**src/rtl/core/stt_pkg.sv**
```systemverilog
package stt_pkg;

    localparam int MAX_RES = 3;

    // Token kinds.
    localparam logic [5:0] K_EOF      = 6'd0;
    localparam logic [5:0] K_DOT      = 6'd8;
    localparam logic [5:0] K_SLASH    = 6'd27;
    localparam logic [5:0] K_STRING   = 6'd28;
    localparam logic [5:0] K_IDENT    = 6'd29;
    localparam logic [5:0] K_INTEGER  = 6'd30;
    localparam logic [5:0] K_DECIMAL  = 6'd31;
    localparam logic [5:0] K_BOOLEAN  = 6'd32;
    localparam logic [5:0] K_KEYWORD0 = 6'd33;
    localparam logic [5:0] K_ERROR    = 6'd41;

    // Error codes.
    localparam logic [1:0] E_NONE     = 2'd0;
    localparam logic [1:0] E_CHAR     = 2'd1;
    localparam logic [1:0] E_STRING   = 2'd2;
    localparam logic [1:0] E_OVERFLOW = 2'd3;

    // Register byte addresses.
    localparam logic [2:0] ADDR_FIRST_LINE = 3'd0;

    localparam logic [30:0] INT_TOP = 31'h7FFF_FFFF;

    // Reserved words, first character in the low byte, and their lengths.
    localparam logic [7:0][55:0] KW_TEXT = '{
        56'h00_00_65_6C_69_68_77,      // while
        56'h00_6E_72_75_74_65_72,      // return
        56'h00_00_74_6E_69_72_70,      // print
        56'h00_00_00_00_74_65_6C,      // let
        56'h00_00_00_00_00_66_69,      // if
        56'h00_00_00_00_72_6F_66,      // for
        56'h00_00_00_65_73_6C_65,      // else
        56'h00_00_6B_61_65_72_62       // break
    };
    localparam logic [7:0][2:0] KW_LEN = '{
        3'd5, 3'd6, 3'd5, 3'd3, 3'd2, 3'd3, 3'd4, 3'd5
    };
    localparam logic [55:0] TXT_TRUE  = 56'h00_00_00_65_75_72_74;
    localparam logic [55:0] TXT_FALSE = 56'h00_00_65_73_6C_61_66;

    typedef struct packed {
        logic [7:0] text_byte;
        logic       end_marker;
    } in_item_t;

    typedef struct packed {
        logic [5:0]  token_kind;
        logic [31:0] start_offset;
        logic [15:0] text_length;
        logic [15:0] line_number;
        logic [30:0] int_value;
        logic        bool_value;
        logic [1:0]  error_code;
        logic        run_last;
    } out_item_t;

    // Results of one input item, passed from the scanner to the result queue.
    typedef struct packed {
        out_item_t [MAX_RES-1:0] items;
        logic [1:0]              count;
    } res_bundle_t;

    function automatic logic is_letter(input logic [7:0] c);
        return (c >= 8'h61 && c <= 8'h7A) || (c >= 8'h41 && c <= 8'h5A) || c == 8'h5F;
    endfunction

    function automatic logic is_digit(input logic [7:0] c);
        return c >= 8'h30 && c <= 8'h39;
    endfunction

    function automatic logic is_blank(input logic [7:0] c);
        return c == 8'h20 || c == 8'h09 || c == 8'h0D || c == 8'h0C || c == 8'h0B;
    endfunction

    function automatic logic [5:0] single_kind(input logic [7:0] c);
        case (c)
            8'h28:   return 6'd1;
            8'h29:   return 6'd2;
            8'h5B:   return 6'd3;
            8'h5D:   return 6'd4;
            8'h7B:   return 6'd5;
            8'h7D:   return 6'd6;
            8'h2C:   return 6'd7;
            8'h2E:   return 6'd8;
            8'h2A:   return 6'd9;
            8'h3B:   return 6'd10;
            default: return 6'd0;
        endcase
    endfunction

    // Kind of the one-byte form of a pair operator; the two-byte form is one more.
    function automatic logic [5:0] pair_kind(input logic [7:0] c);
        case (c)
            8'h2B:   return 6'd11;
            8'h2D:   return 6'd13;
            8'h21:   return 6'd15;
            8'h3D:   return 6'd17;
            8'h3E:   return 6'd19;
            8'h3C:   return 6'd21;
            8'h26:   return 6'd23;
            8'h7C:   return 6'd25;
            default: return 6'd0;
        endcase
    endfunction

    function automatic logic [7:0] pair_second(input logic [7:0] c);
        case (c)
            8'h2B:   return 8'h2B;
            8'h2D:   return 8'h2D;
            8'h26:   return 8'h26;
            8'h7C:   return 8'h7C;
            default: return 8'h3D;
        endcase
    endfunction

    // True when the first len bytes of the buffer equal the word and len is its length.
    function automatic logic word_equal(input logic [55:0] buf_text, input logic [15:0] len,
                                        input logic [55:0] word, input logic [2:0] wlen);
        logic ok;
        ok = (len == 16'(wlen));
        for (int i = 0; i < 7; i++) begin
            if (i < int'(wlen) && buf_text[i*8 +: 8] != word[i*8 +: 8]) begin
                ok = 1'b0;
            end
        end
        return ok;
    endfunction

    function automatic logic [6:0] word_kind(input logic [55:0] buf_text,
                                             input logic [15:0] len);
        logic [6:0] r;
        r = {K_IDENT, 1'b0};
        if (word_equal(buf_text, len, TXT_TRUE, 3'd4)) begin
            r = {K_BOOLEAN, 1'b1};
        end else if (word_equal(buf_text, len, TXT_FALSE, 3'd5)) begin
            r = {K_BOOLEAN, 1'b0};
        end else begin
            for (int i = 7; i >= 0; i--) begin
                if (word_equal(buf_text, len, KW_TEXT[i], KW_LEN[i])) begin
                    r = {K_KEYWORD0 + 6'(i), 1'b0};
                end
            end
        end
        return r;
    endfunction

endpackage

```
**src/rtl/core/source_text_tokenizer_unit.sv**
```systemverilog
// Latency: the first result of an item is shown in the cycle after it is accepted.
// Throughput: one item per cycle while each item yields at most one result and out_ready
// is high; an item with two or three results holds the input while the result queue
// drains, one result per cycle while out_ready is high.
// Reset (rst_n low, asynchronous) clears the scanner to idle at offset 0, line 1,
// empties the result queue and sets first_line to 1.
module source_text_tokenizer_unit #(
    parameter int OFFSET_BITS = 32,
    parameter int LENGTH_BITS = 16
) (
    input  logic               clk,
    input  logic               rst_n,
    input  logic               in_valid,
    output logic               in_ready,
    input  stt_pkg::in_item_t  in_item,
    output logic               out_valid,
    input  logic               out_ready,
    output stt_pkg::out_item_t out_item,
    input  logic               psel,
    input  logic               penable,
    input  logic               pwrite,
    input  logic [2:0]         paddr,
    input  logic [31:0]        pwdata,
    output logic [31:0]        prdata,
    output logic               pready
);

    // The configuration port has one register, first_line. A write to it also
    // loads the scanner's line counter unless an item is accepted in that cycle.
    logic [15:0] first_line_reg;
    logic        cfg_write;
    logic        in_fire;

    stt_pkg::res_bundle_t bundle;

    assign pready    = 1'b1;
    assign cfg_write = psel && penable && pwrite && pready && (paddr == stt_pkg::ADDR_FIRST_LINE);
    assign prdata    = (paddr == stt_pkg::ADDR_FIRST_LINE) ? {16'd0, first_line_reg} : 32'd0;

    always_ff @(posedge clk or negedge rst_n)
    begin
        if (!rst_n) begin
            first_line_reg <= 16'd1;
        end else if (cfg_write) begin
            first_line_reg <= pwdata[15:0];
        end
    end

    // An item is taken when the result queue can hold everything it produces.
    assign in_fire = in_valid && in_ready;

    // The scanner holds the token state and works out, in the same cycle as the
    // item arrives, every result the item causes (at most three).
    stt_scan #(
        .OFFSET_BITS (OFFSET_BITS),
        .LENGTH_BITS (LENGTH_BITS)
    ) u_scan (
        .clk        (clk),
        .rst_n      (rst_n),
        .fire       (in_fire),
        .item       (in_item),
        .line_load  (cfg_write),
        .first_line (cfg_write ? pwdata[15:0] : first_line_reg),
        .bundle     (bundle)
    );

    // The result queue is the output register: it is loaded with all results of
    // an item at once and hands them out in order.
    stt_outq u_outq (
        .clk       (clk),
        .rst_n     (rst_n),
        .load      (in_fire),
        .bundle    (bundle),
        .room      (in_ready),
        .out_valid (out_valid),
        .out_ready (out_ready),
        .out_item  (out_item)
    );

endmodule

```
**src/rtl/core/stt_scan.sv**
```systemverilog
module stt_scan #(
    parameter int OFFSET_BITS = 32,
    parameter int LENGTH_BITS = 16
) (
    input  logic                  clk,
    input  logic                  rst_n,
    input  logic                  fire,
    input  stt_pkg::in_item_t     item,
    input  logic                  line_load,
    input  logic [15:0]           first_line,
    output stt_pkg::res_bundle_t  bundle
);

    localparam int LEN_LIM = (LENGTH_BITS >= 16) ? 65535 : (1 << LENGTH_BITS) - 1;

    typedef enum logic [3:0] {
        M_IDLE, M_WORD, M_NUM, M_NUMDOT, M_DEC, M_STR, M_REM, M_SLASH, M_PAIR
    } mode_t;

    mode_t                  mode_reg, mode_next;
    logic [OFFSET_BITS-1:0] pos_reg, pos_next;
    logic [OFFSET_BITS-1:0] beg_reg, beg_next;
    logic [15:0]            line_reg, line_next;
    logic [7:0]             pend_reg, pend_next;
    logic [6:0][7:0]        wbuf_reg, wbuf_next;
    logic [15:0]            wlen_reg, wlen_next;
    logic [30:0]            acc_reg, acc_next;
    logic                   ovf_reg, ovf_next;

    logic [OFFSET_BITS-1:0] pos_inc, dot_pos;
    logic [7:0]             c;
    logic [34:0]            acc_times;
    logic [6:0]             wkind;
    logic [5:0]             pkind;
    logic                   fall;
    logic [1:0]             cnt;
    stt_pkg::out_item_t [stt_pkg::MAX_RES-1:0] res;

    function automatic stt_pkg::out_item_t mk(input logic [5:0] kind,
                                              input logic [OFFSET_BITS-1:0] b,
                                              input logic [OFFSET_BITS-1:0] e,
                                              input logic [30:0] ival,
                                              input logic bval,
                                              input logic [1:0] err,
                                              input logic [15:0] line);
        stt_pkg::out_item_t o;
        logic [OFFSET_BITS-1:0] diff;
        diff = e - b;
        o.token_kind   = kind;
        o.start_offset = 32'(b);
        o.text_length  = (diff > OFFSET_BITS'(LEN_LIM)) ? 16'(LEN_LIM) : 16'(diff);
        o.line_number  = line;
        o.int_value    = ival;
        o.bool_value   = bval;
        o.error_code   = err;
        o.run_last     = 1'b0;
        return o;
    endfunction

    assign c         = item.text_byte;
    assign pos_inc   = pos_reg + OFFSET_BITS'(1);
    assign dot_pos   = pos_reg - OFFSET_BITS'(1);
    assign acc_times = {1'b0, acc_reg, 3'b000} + {3'b000, acc_reg, 1'b0} + 35'(c[3:0]);
    assign wkind     = stt_pkg::word_kind(wbuf_reg, wlen_reg);
    assign pkind     = stt_pkg::pair_kind(pend_reg);

    always_comb
    begin
        mode_next = mode_reg;
        pos_next  = pos_reg;
        beg_next  = beg_reg;
        line_next = line_reg;
        pend_next = pend_reg;
        wbuf_next = wbuf_reg;
        wlen_next = wlen_reg;
        acc_next  = acc_reg;
        ovf_next  = ovf_reg;
        res       = '0;
        cnt       = 2'd0;
        fall      = 1'b1;

        if (item.end_marker) begin
            case (mode_reg)
                M_WORD:
                begin
                    res[cnt] = mk(wkind[6:1], beg_reg, pos_reg, '0, wkind[0],
                                  stt_pkg::E_NONE, line_reg);
                    cnt = cnt + 2'd1;
                end
                M_NUM:
                begin
                    res[cnt] = mk(stt_pkg::K_INTEGER, beg_reg, pos_reg, acc_reg, 1'b0,
                                  ovf_reg ? stt_pkg::E_OVERFLOW : stt_pkg::E_NONE, line_reg);
                    cnt = cnt + 2'd1;
                end
                M_NUMDOT:
                begin
                    res[cnt] = mk(stt_pkg::K_INTEGER, beg_reg, dot_pos, acc_reg, 1'b0,
                                  ovf_reg ? stt_pkg::E_OVERFLOW : stt_pkg::E_NONE, line_reg);
                    cnt = cnt + 2'd1;
                    res[cnt] = mk(stt_pkg::K_DOT, dot_pos, pos_reg, '0, 1'b0,
                                  stt_pkg::E_NONE, line_reg);
                    cnt = cnt + 2'd1;
                end
                M_DEC:
                begin
                    res[cnt] = mk(stt_pkg::K_DECIMAL, beg_reg, pos_reg, '0, 1'b0,
                                  stt_pkg::E_NONE, line_reg);
                    cnt = cnt + 2'd1;
                end
                M_STR:
                begin
                    res[cnt] = mk(stt_pkg::K_ERROR, beg_reg, pos_reg, '0, 1'b0,
                                  stt_pkg::E_STRING, line_reg);
                    cnt = cnt + 2'd1;
                end
                M_SLASH:
                begin
                    res[cnt] = mk(stt_pkg::K_SLASH, beg_reg, pos_reg, '0, 1'b0,
                                  stt_pkg::E_NONE, line_reg);
                    cnt = cnt + 2'd1;
                end
                M_PAIR:
                begin
                    res[cnt] = mk(pkind, beg_reg, pos_reg, '0, 1'b0, stt_pkg::E_NONE, line_reg);
                    cnt = cnt + 2'd1;
                end
                default:
                begin
                end
            endcase
            res[cnt] = mk(stt_pkg::K_EOF, pos_reg, pos_reg, '0, 1'b0, stt_pkg::E_NONE, line_reg);
            cnt = cnt + 2'd1;
            // The stream restarts after the end marker.
            mode_next = M_IDLE;
            pos_next  = '0;
            beg_next  = '0;
            line_next = first_line;
            pend_next = '0;
            wlen_next = '0;
            acc_next  = '0;
            ovf_next  = 1'b0;
        end else begin
            case (mode_reg)
                M_WORD:
                begin
                    if (stt_pkg::is_letter(c) || stt_pkg::is_digit(c)) begin
                        if (wlen_reg < 16'd7) begin
                            wbuf_next[wlen_reg[2:0]] = c;
                        end
                        if (wlen_reg != 16'hFFFF) begin
                            wlen_next = wlen_reg + 16'd1;
                        end
                        pos_next = pos_inc;
                        fall     = 1'b0;
                    end else begin
                        res[cnt] = mk(wkind[6:1], beg_reg, pos_reg, '0, wkind[0],
                                      stt_pkg::E_NONE, line_reg);
                        cnt = cnt + 2'd1;
                    end
                end
                M_NUM:
                begin
                    if (stt_pkg::is_digit(c)) begin
                        if (acc_times > 35'(stt_pkg::INT_TOP)) begin
                            acc_next = stt_pkg::INT_TOP;
                            ovf_next = 1'b1;
                        end else begin
                            acc_next = acc_times[30:0];
                        end
                        pos_next = pos_inc;
                        fall     = 1'b0;
                    end else if (c == 8'h2E) begin
                        mode_next = M_NUMDOT;
                        pos_next  = pos_inc;
                        fall      = 1'b0;
                    end else begin
                        res[cnt] = mk(stt_pkg::K_INTEGER, beg_reg, pos_reg, acc_reg, 1'b0,
                                      ovf_reg ? stt_pkg::E_OVERFLOW : stt_pkg::E_NONE,
                                      line_reg);
                        cnt = cnt + 2'd1;
                    end
                end
                M_NUMDOT:
                begin
                    if (stt_pkg::is_digit(c)) begin
                        mode_next = M_DEC;
                        pos_next  = pos_inc;
                        fall      = 1'b0;
                    end else begin
                        res[cnt] = mk(stt_pkg::K_INTEGER, beg_reg, dot_pos, acc_reg, 1'b0,
                                      ovf_reg ? stt_pkg::E_OVERFLOW : stt_pkg::E_NONE,
                                      line_reg);
                        cnt = cnt + 2'd1;
                        res[cnt] = mk(stt_pkg::K_DOT, dot_pos, pos_reg, '0, 1'b0,
                                      stt_pkg::E_NONE, line_reg);
                        cnt = cnt + 2'd1;
                    end
                end
                M_DEC:
                begin
                    if (stt_pkg::is_digit(c)) begin
                        pos_next = pos_inc;
                        fall     = 1'b0;
                    end else begin
                        res[cnt] = mk(stt_pkg::K_DECIMAL, beg_reg, pos_reg, '0, 1'b0,
                                      stt_pkg::E_NONE, line_reg);
                        cnt = cnt + 2'd1;
                    end
                end
                M_STR:
                begin
                    fall     = 1'b0;
                    pos_next = pos_inc;
                    if (c == 8'h0A) begin
                        line_next = line_reg + 16'd1;
                    end
                    if (c == 8'h22) begin
                        res[cnt] = mk(stt_pkg::K_STRING, beg_reg, pos_inc, '0, 1'b0,
                                      stt_pkg::E_NONE, line_reg);
                        cnt = cnt + 2'd1;
                        mode_next = M_IDLE;
                    end
                end
                M_REM:
                begin
                    fall     = 1'b0;
                    pos_next = pos_inc;
                    if (c == 8'h0A) begin
                        line_next = line_reg + 16'd1;
                        mode_next = M_IDLE;
                    end
                end
                M_SLASH:
                begin
                    if (c == 8'h2F) begin
                        pos_next  = pos_inc;
                        mode_next = M_REM;
                        fall      = 1'b0;
                    end else begin
                        res[cnt] = mk(stt_pkg::K_SLASH, beg_reg, pos_reg, '0, 1'b0,
                                      stt_pkg::E_NONE, line_reg);
                        cnt = cnt + 2'd1;
                    end
                end
                M_PAIR:
                begin
                    if (pkind != 6'd0 && c == stt_pkg::pair_second(pend_reg)) begin
                        res[cnt] = mk(pkind + 6'd1, beg_reg, pos_inc, '0, 1'b0,
                                      stt_pkg::E_NONE, line_reg);
                        cnt = cnt + 2'd1;
                        pos_next  = pos_inc;
                        mode_next = M_IDLE;
                        fall      = 1'b0;
                    end else begin
                        res[cnt] = mk(pkind, beg_reg, pos_reg, '0, 1'b0,
                                      stt_pkg::E_NONE, line_reg);
                        cnt = cnt + 2'd1;
                    end
                end
                default:
                begin
                end
            endcase

            // Start of a new token, or a skipped blank or newline, from the idle state or after closing one.
            if (fall) begin
                mode_next = M_IDLE;
                beg_next  = pos_reg;
                pos_next  = pos_inc;
                if (c == 8'h0A) begin
                    line_next = line_reg + 16'd1;
                end else if (stt_pkg::is_blank(c)) begin
                    mode_next = M_IDLE;
                end else if (stt_pkg::single_kind(c) != 6'd0) begin
                    res[cnt] = mk(stt_pkg::single_kind(c), pos_reg, pos_inc, '0, 1'b0,
                                  stt_pkg::E_NONE, line_reg);
                    cnt = cnt + 2'd1;
                end else if (stt_pkg::pair_kind(c) != 6'd0) begin
                    pend_next = c;
                    mode_next = M_PAIR;
                end else if (c == 8'h2F) begin
                    mode_next = M_SLASH;
                end else if (c == 8'h22) begin
                    mode_next = M_STR;
                end else if (stt_pkg::is_letter(c)) begin
                    wbuf_next[0] = c;
                    wlen_next    = 16'd1;
                    mode_next    = M_WORD;
                end else if (stt_pkg::is_digit(c)) begin
                    acc_next  = 31'(c[3:0]);
                    ovf_next  = 1'b0;
                    mode_next = M_NUM;
                end else begin
                    res[cnt] = mk(stt_pkg::K_ERROR, pos_reg, pos_inc, '0, 1'b0,
                                  stt_pkg::E_CHAR, line_reg);
                    cnt = cnt + 2'd1;
                end
            end
        end

        for (int i = 0; i < stt_pkg::MAX_RES; i++) begin
            res[i].run_last = (2'(i + 1) == cnt);
        end
        bundle.items = res;
        bundle.count = cnt;
    end

    always_ff @(posedge clk or negedge rst_n)
    begin
        if (!rst_n) begin
            mode_reg <= M_IDLE;
            pos_reg  <= '0;
            beg_reg  <= '0;
            line_reg <= 16'd1;
            pend_reg <= '0;
            wlen_reg <= '0;
            acc_reg  <= '0;
            ovf_reg  <= 1'b0;
        end else if (fire) begin
            mode_reg <= mode_next;
            pos_reg  <= pos_next;
            beg_reg  <= beg_next;
            line_reg <= line_next;
            pend_reg <= pend_next;
            wlen_reg <= wlen_next;
            acc_reg  <= acc_next;
            ovf_reg  <= ovf_next;
        end else if (line_load) begin
            line_reg <= first_line;
        end
    end

    always_ff @(posedge clk)
    begin
        if (fire) begin
            wbuf_reg <= wbuf_next;
        end
    end

endmodule

```
**src/rtl/core/stt_outq.sv**
```systemverilog
module stt_outq (
    input  logic                 clk,
    input  logic                 rst_n,
    input  logic                 load,
    input  stt_pkg::res_bundle_t bundle,
    output logic                 room,
    output logic                 out_valid,
    input  logic                 out_ready,
    output stt_pkg::out_item_t   out_item
);

    stt_pkg::out_item_t [stt_pkg::MAX_RES-1:0] q_reg;
    logic [1:0] cnt_reg;
    logic       pop;

    assign pop       = out_valid && out_ready;
    assign out_valid = (cnt_reg != 2'd0);
    assign out_item  = q_reg[0];
    // A new item may enter once the queue is empty or its last entry leaves now.
    assign room      = (cnt_reg == 2'd0) || (cnt_reg == 2'd1 && out_ready);

    always_ff @(posedge clk or negedge rst_n)
    begin
        if (!rst_n) begin
            cnt_reg <= 2'd0;
        end else if (load) begin
            cnt_reg <= bundle.count;
        end else if (pop) begin
            cnt_reg <= cnt_reg - 2'd1;
        end
    end

    always_ff @(posedge clk)
    begin
        if (load) begin
            q_reg <= bundle.items;
        end else if (pop) begin
            for (int i = 0; i < stt_pkg::MAX_RES - 1; i++) begin
                q_reg[i] <= q_reg[i+1];
            end
        end
    end

endmodule

```
**config.mk**
```make
export PLATFORM = sky130hd
export DESIGN_NAME = source_text_tokenizer_unit
export DESIGN_NICKNAME = d
export VERILOG_FILES = /design/src/rtl/core/stt_pkg.sv /design/src/rtl/core/source_text_tokenizer_unit.sv /design/src/rtl/core/stt_scan.sv /design/src/rtl/core/stt_outq.sv
export SDC_FILE = /design/constraint.sdc
export NUM_CORES = 1
export LEC_CHECK = 0
export BUFFER_PORTS_ARGS = -buffer_cell sky130_fd_sc_hd__buf_4
export CORE_MARGIN = 3
export CORE_UTILIZATION = 30
export CTS_CLUSTER_SIZE = 28
export DETAILED_ROUTE_END_ITERATION = 8
export PLACE_DENSITY = 0.44
export SYNTH_ARGS = -nofsm -noshare
export SYNTH_HDL_FRONTEND = slang
export SYNTH_SLANG_ARGS = --single-unit
```
**constraint.sdc**
```tcl
create_clock -name clk -period 6 [get_ports clk]
set_input_delay 1.2 -clock clk [delete_from_list [all_inputs] [get_ports clk]]
set_output_delay 1.2 -clock clk [all_outputs]
set_load 0.03 [all_outputs]
```
==> summary.txt <==
Worst hold path
  • Hold_sp: u_scan.beg_reg[2]$_DFFE_PN0P_
  • WHS Path Cells: 2
  • Hold Path Class: reg2reg
  • Hold Path End: u_scan.beg_reg[2]$_DFFE_PN0P_

Floorplan
  • Die Ht: 361.2 um
  • Chip Width: 361.2 um
  • Core Rows: 129
  • Initial Utilization: 0.3042
  • Core Region: 124400 sq um
  • # IOs: 191
  • Die area: 130500 sq um

Timing
  • Crit share post-route: 0.9856
  • Hold WS: 505.0 ps
  • Clock skew: 30.02 ps
  • Max frequency: 169.1 MHz
  • Slew Viols, Final: 0
  • Final hold viol count: 0
  • Worst setup margin: 86.63 ps
  • Unrepaired setup endpoints after global routing: yes
  • Slew @ Worst Pin: 1068 ps
  • Relative slew margins: 0.2873
  • Final min period: 5913 ps
  • Final setup fails: 0

Setup path
  • R2r endpoint: u_outq.out_item[66]$_DFFE_PP_
  • Worst-path cell chain: buf_4 > ha_1 > and4_1 > nand2_2 > buf_4 > nor3_1 > ha_1 > inv_1 > ha_1 > buf_4 > nand2_1 > o21a_1 > mux2i_1 > a311oi_1 > o211ai_1 > or4_1 > nor4_2 > nand4_1 > buf_4 > o21bai_1 > o211ai_1 > a22oi_1 > o311ai_1
  • Worst path slowest cell: or4_1
  • CP most frequent cell: buf_4
  • Worst-path fanout max: 10
  • R2R cell count: 23
  • Worst r2r src: u_scan.pos_reg[0]$_DFFE_PN0P_
  • Reg-to-reg slack, setup: 90 ps
  • Critical path startpoint category: register
  • Critical Path AT: 6310 ps
  • Critical path capture point type: register
  • CP required: 6390 ps
  • Setup CP Type: reg2reg
  • CP peak stage delay: 530 ps

CTS
  • Max Root-Sink Buffers: 3
  • Reg clk slew, reported paths: 60 ps
  • Root buf cell: clkbuf_16
  • Clk sink count: 451
  • CTS tree: yes
  • Clk_lat worst skew: 680 ps
  • CTS H-Tree Depth: 2
  • CTS buffer count: 57

Logic synthesis
  • Synth Area per Inst: 8.647 sq um
  • Number of flops mapped to enable cells by yosys: 293
  • Count leader, synth: nand2_1
  • Synth cell types: 112
  • Syn. warnings: 0
  • Top cell type's share of synthesized area: 0.2324
  • Seq cells post-synth: 451
  • Leading area contributor after synthesis: edfxtp_1
  • Post-Synthesis Cells: 4378
  • Post-synth top cells: nand2_1 (372), a21oi_1 (312), edfxtp_1 (293)
  • Mapped Area: 37860 sq um
  • Top FF cell, synth: edfxtp_1
  • Synth area leaders: edfxtp_1 (23%), dfrtp_1 (10%), ha_1 (7.5%)
  • Sequential area share after synthesis: 0.3369
  • Ys async rst share: 0.3503

Place
  • HPWL Detailed: 115000 um
  • Port buffer count: 157
  • Dpl cells: 6115
  • Area post-placement: 41690 sq um
  • DP Worst Slack: -204.2 ps
  • GP Congestion: 0.9240

Finish
  • Fillers: 12.81k
  • Non-filler instance count after layout: 6232
  • Layout cells sized above 1: 0.1626
  • Largest register FFs: 140
  • Finished layout cell area: 44210 sq um
  • N_diodes: 0
  • Final nets: 4830
  • Layout Area Growth over Synthesis: 16.79%

Route
  • DRT Pass-1 Iters: 6
  • Avg WL per Cell: 24.06 um
  • Initial DRC Count: 3418
  • DRC violations left: 0
  • Via-per-instance ratio: 5.659
  • Routed Antenna Nets: 0
  • Vias: 35.27k
  • Wirelength, routed: 150000 um

Global routing
  • GRT Total Usage: 0.2229
  • Initial antenna violation count: 2
  • Global-route wire length before repair: 224000 um
  • GRT Residual Overflow: 0
  • Vias in the first global route: 34.00k
  • Largest net degree at the start of global routing: 108

Flow run
  • Max-cap violation count: 0

Status
  • Status: finished clean
-- worst max-delay path: cells and delay by family (launching register included) --
kind,cells,cell delay (ps)
adders and majority gates,3,810
and+or+nand+nor,7,1720
muxes,1,110
AOI/OAI and AO/OA,7,1550
buffers and inverters,5,1010
DFF,1,430
-- cells by family after synthesis --
family | count (synthesis) | share of synthesized area
compound gates | 1387 | 0.2480
xor+xnor | 209 | 0.04836
fa+ha+maj | 234 | 0.07827
buf+inv | 564 | 0.07040
flops | 451 | 0.3369
mux | 68 | 0.01950
other cells | 2 | 0.0001984
simple gates | 1463 | 0.1983
-- cell usage in the layout, fill, tap and decap left out, drive strengths merged, types with 50 or more instances in the layout --
cell and n:
a21o 87, a21oi 313, a22o 72, a22oi 50, a31oi 72, and2 96, and3 61, buf 478
clkbuf 71, dfrtp 156, edfxtp 293, ha 228, inv 173, nand2 372, nand3 177, nand4 56
nor2 287, nor3 104, nor4 55, o211ai 79, o21a 64, o21ai 234, o31ai 80, or3 51
xnor2 109, xor2 100
-- routing by layer --
metal | wire, um | GRT usage
met1 | 70890 | 0.3214
met2 | 67370 | 0.3556
met3 | 8431 | 0.02607
met4 | 3265 | 0.05203
met5 | 13 | 0
-- how the worst max path moves through the flow --
| stage | end | cells after the start | slack (ps) | from |
|---|---|---|---|---|
| 6_report | u_outq.out_item[66]$_DFFE_PP_ | 23 | 90 | u_scan.pos_reg[0]$_DFFE_PN0P_ |
| 3_3_place_gp | u_outq.out_item[53]$_DFFE_PP_ | 20 | -250 | u_scan.pos_reg[0]$_DFFE_PN0P_ |
| 4_1_cts | u_outq.out_item[52]$_DFFE_PP_ | 22 | 20 | u_scan.pos_reg[3]$_DFFE_PN0P_ |
| 2_1_floorplan | u_outq.out_item[58]$_DFFE_PP_ | 23 | 50 | u_scan.pos_reg[1]$_DFFE_PN0P_ |
| 3_5_place_dp | u_outq.out_item[53]$_DFFE_PP_ | 20 | -200 | u_scan.pos_reg[0]$_DFFE_PN0P_ |
| 5_1_grt | u_outq.out_item[66]$_DFFE_PP_ | 23 | -60 | u_scan.pos_reg[0]$_DFFE_PN0P_ |
-- per-stage QoR --
| stage | setup TNS [ps] | util |
|---|---|---|
| after floorplan | 0 | - |
| after global placement | -2977 | 0.3350 |
| after detailed placement | -2354 | 0.3350 |
| after CTS | 0 | 0.3521 |
| after global routing | -134.9 | 0.3553 |
| final | 0 | 0.3553 |
-- layout make-up --
class                      count  area (sq um)  share of cell area
clock buffer                  70          1515             0.03427
tap                         1637          2048             0.04633
clock inverter                38         564.3             0.01276
timing repair buffer         479          3659             0.08275
multi-input combinational   3378         22990              0.5199
sequential                   451         12760              0.2886
inverter                     179         679.4             0.01537
-- what timing repair did --
action | 4_1_cts | 5_1_grt
setup endpoints to repair | 16 | 16
gates resized for setup | 9 | 70
buffers inserted | 1 | 8
endpoints found under the hold margin | 0 | 0
hold buffers | 0 | 0
cloned | 0 | 0
pin swaps | 4 | 27
Power is not shown: default switching activity piles up to over one toggle a cycle in this logic, so the estimate is an artifact.
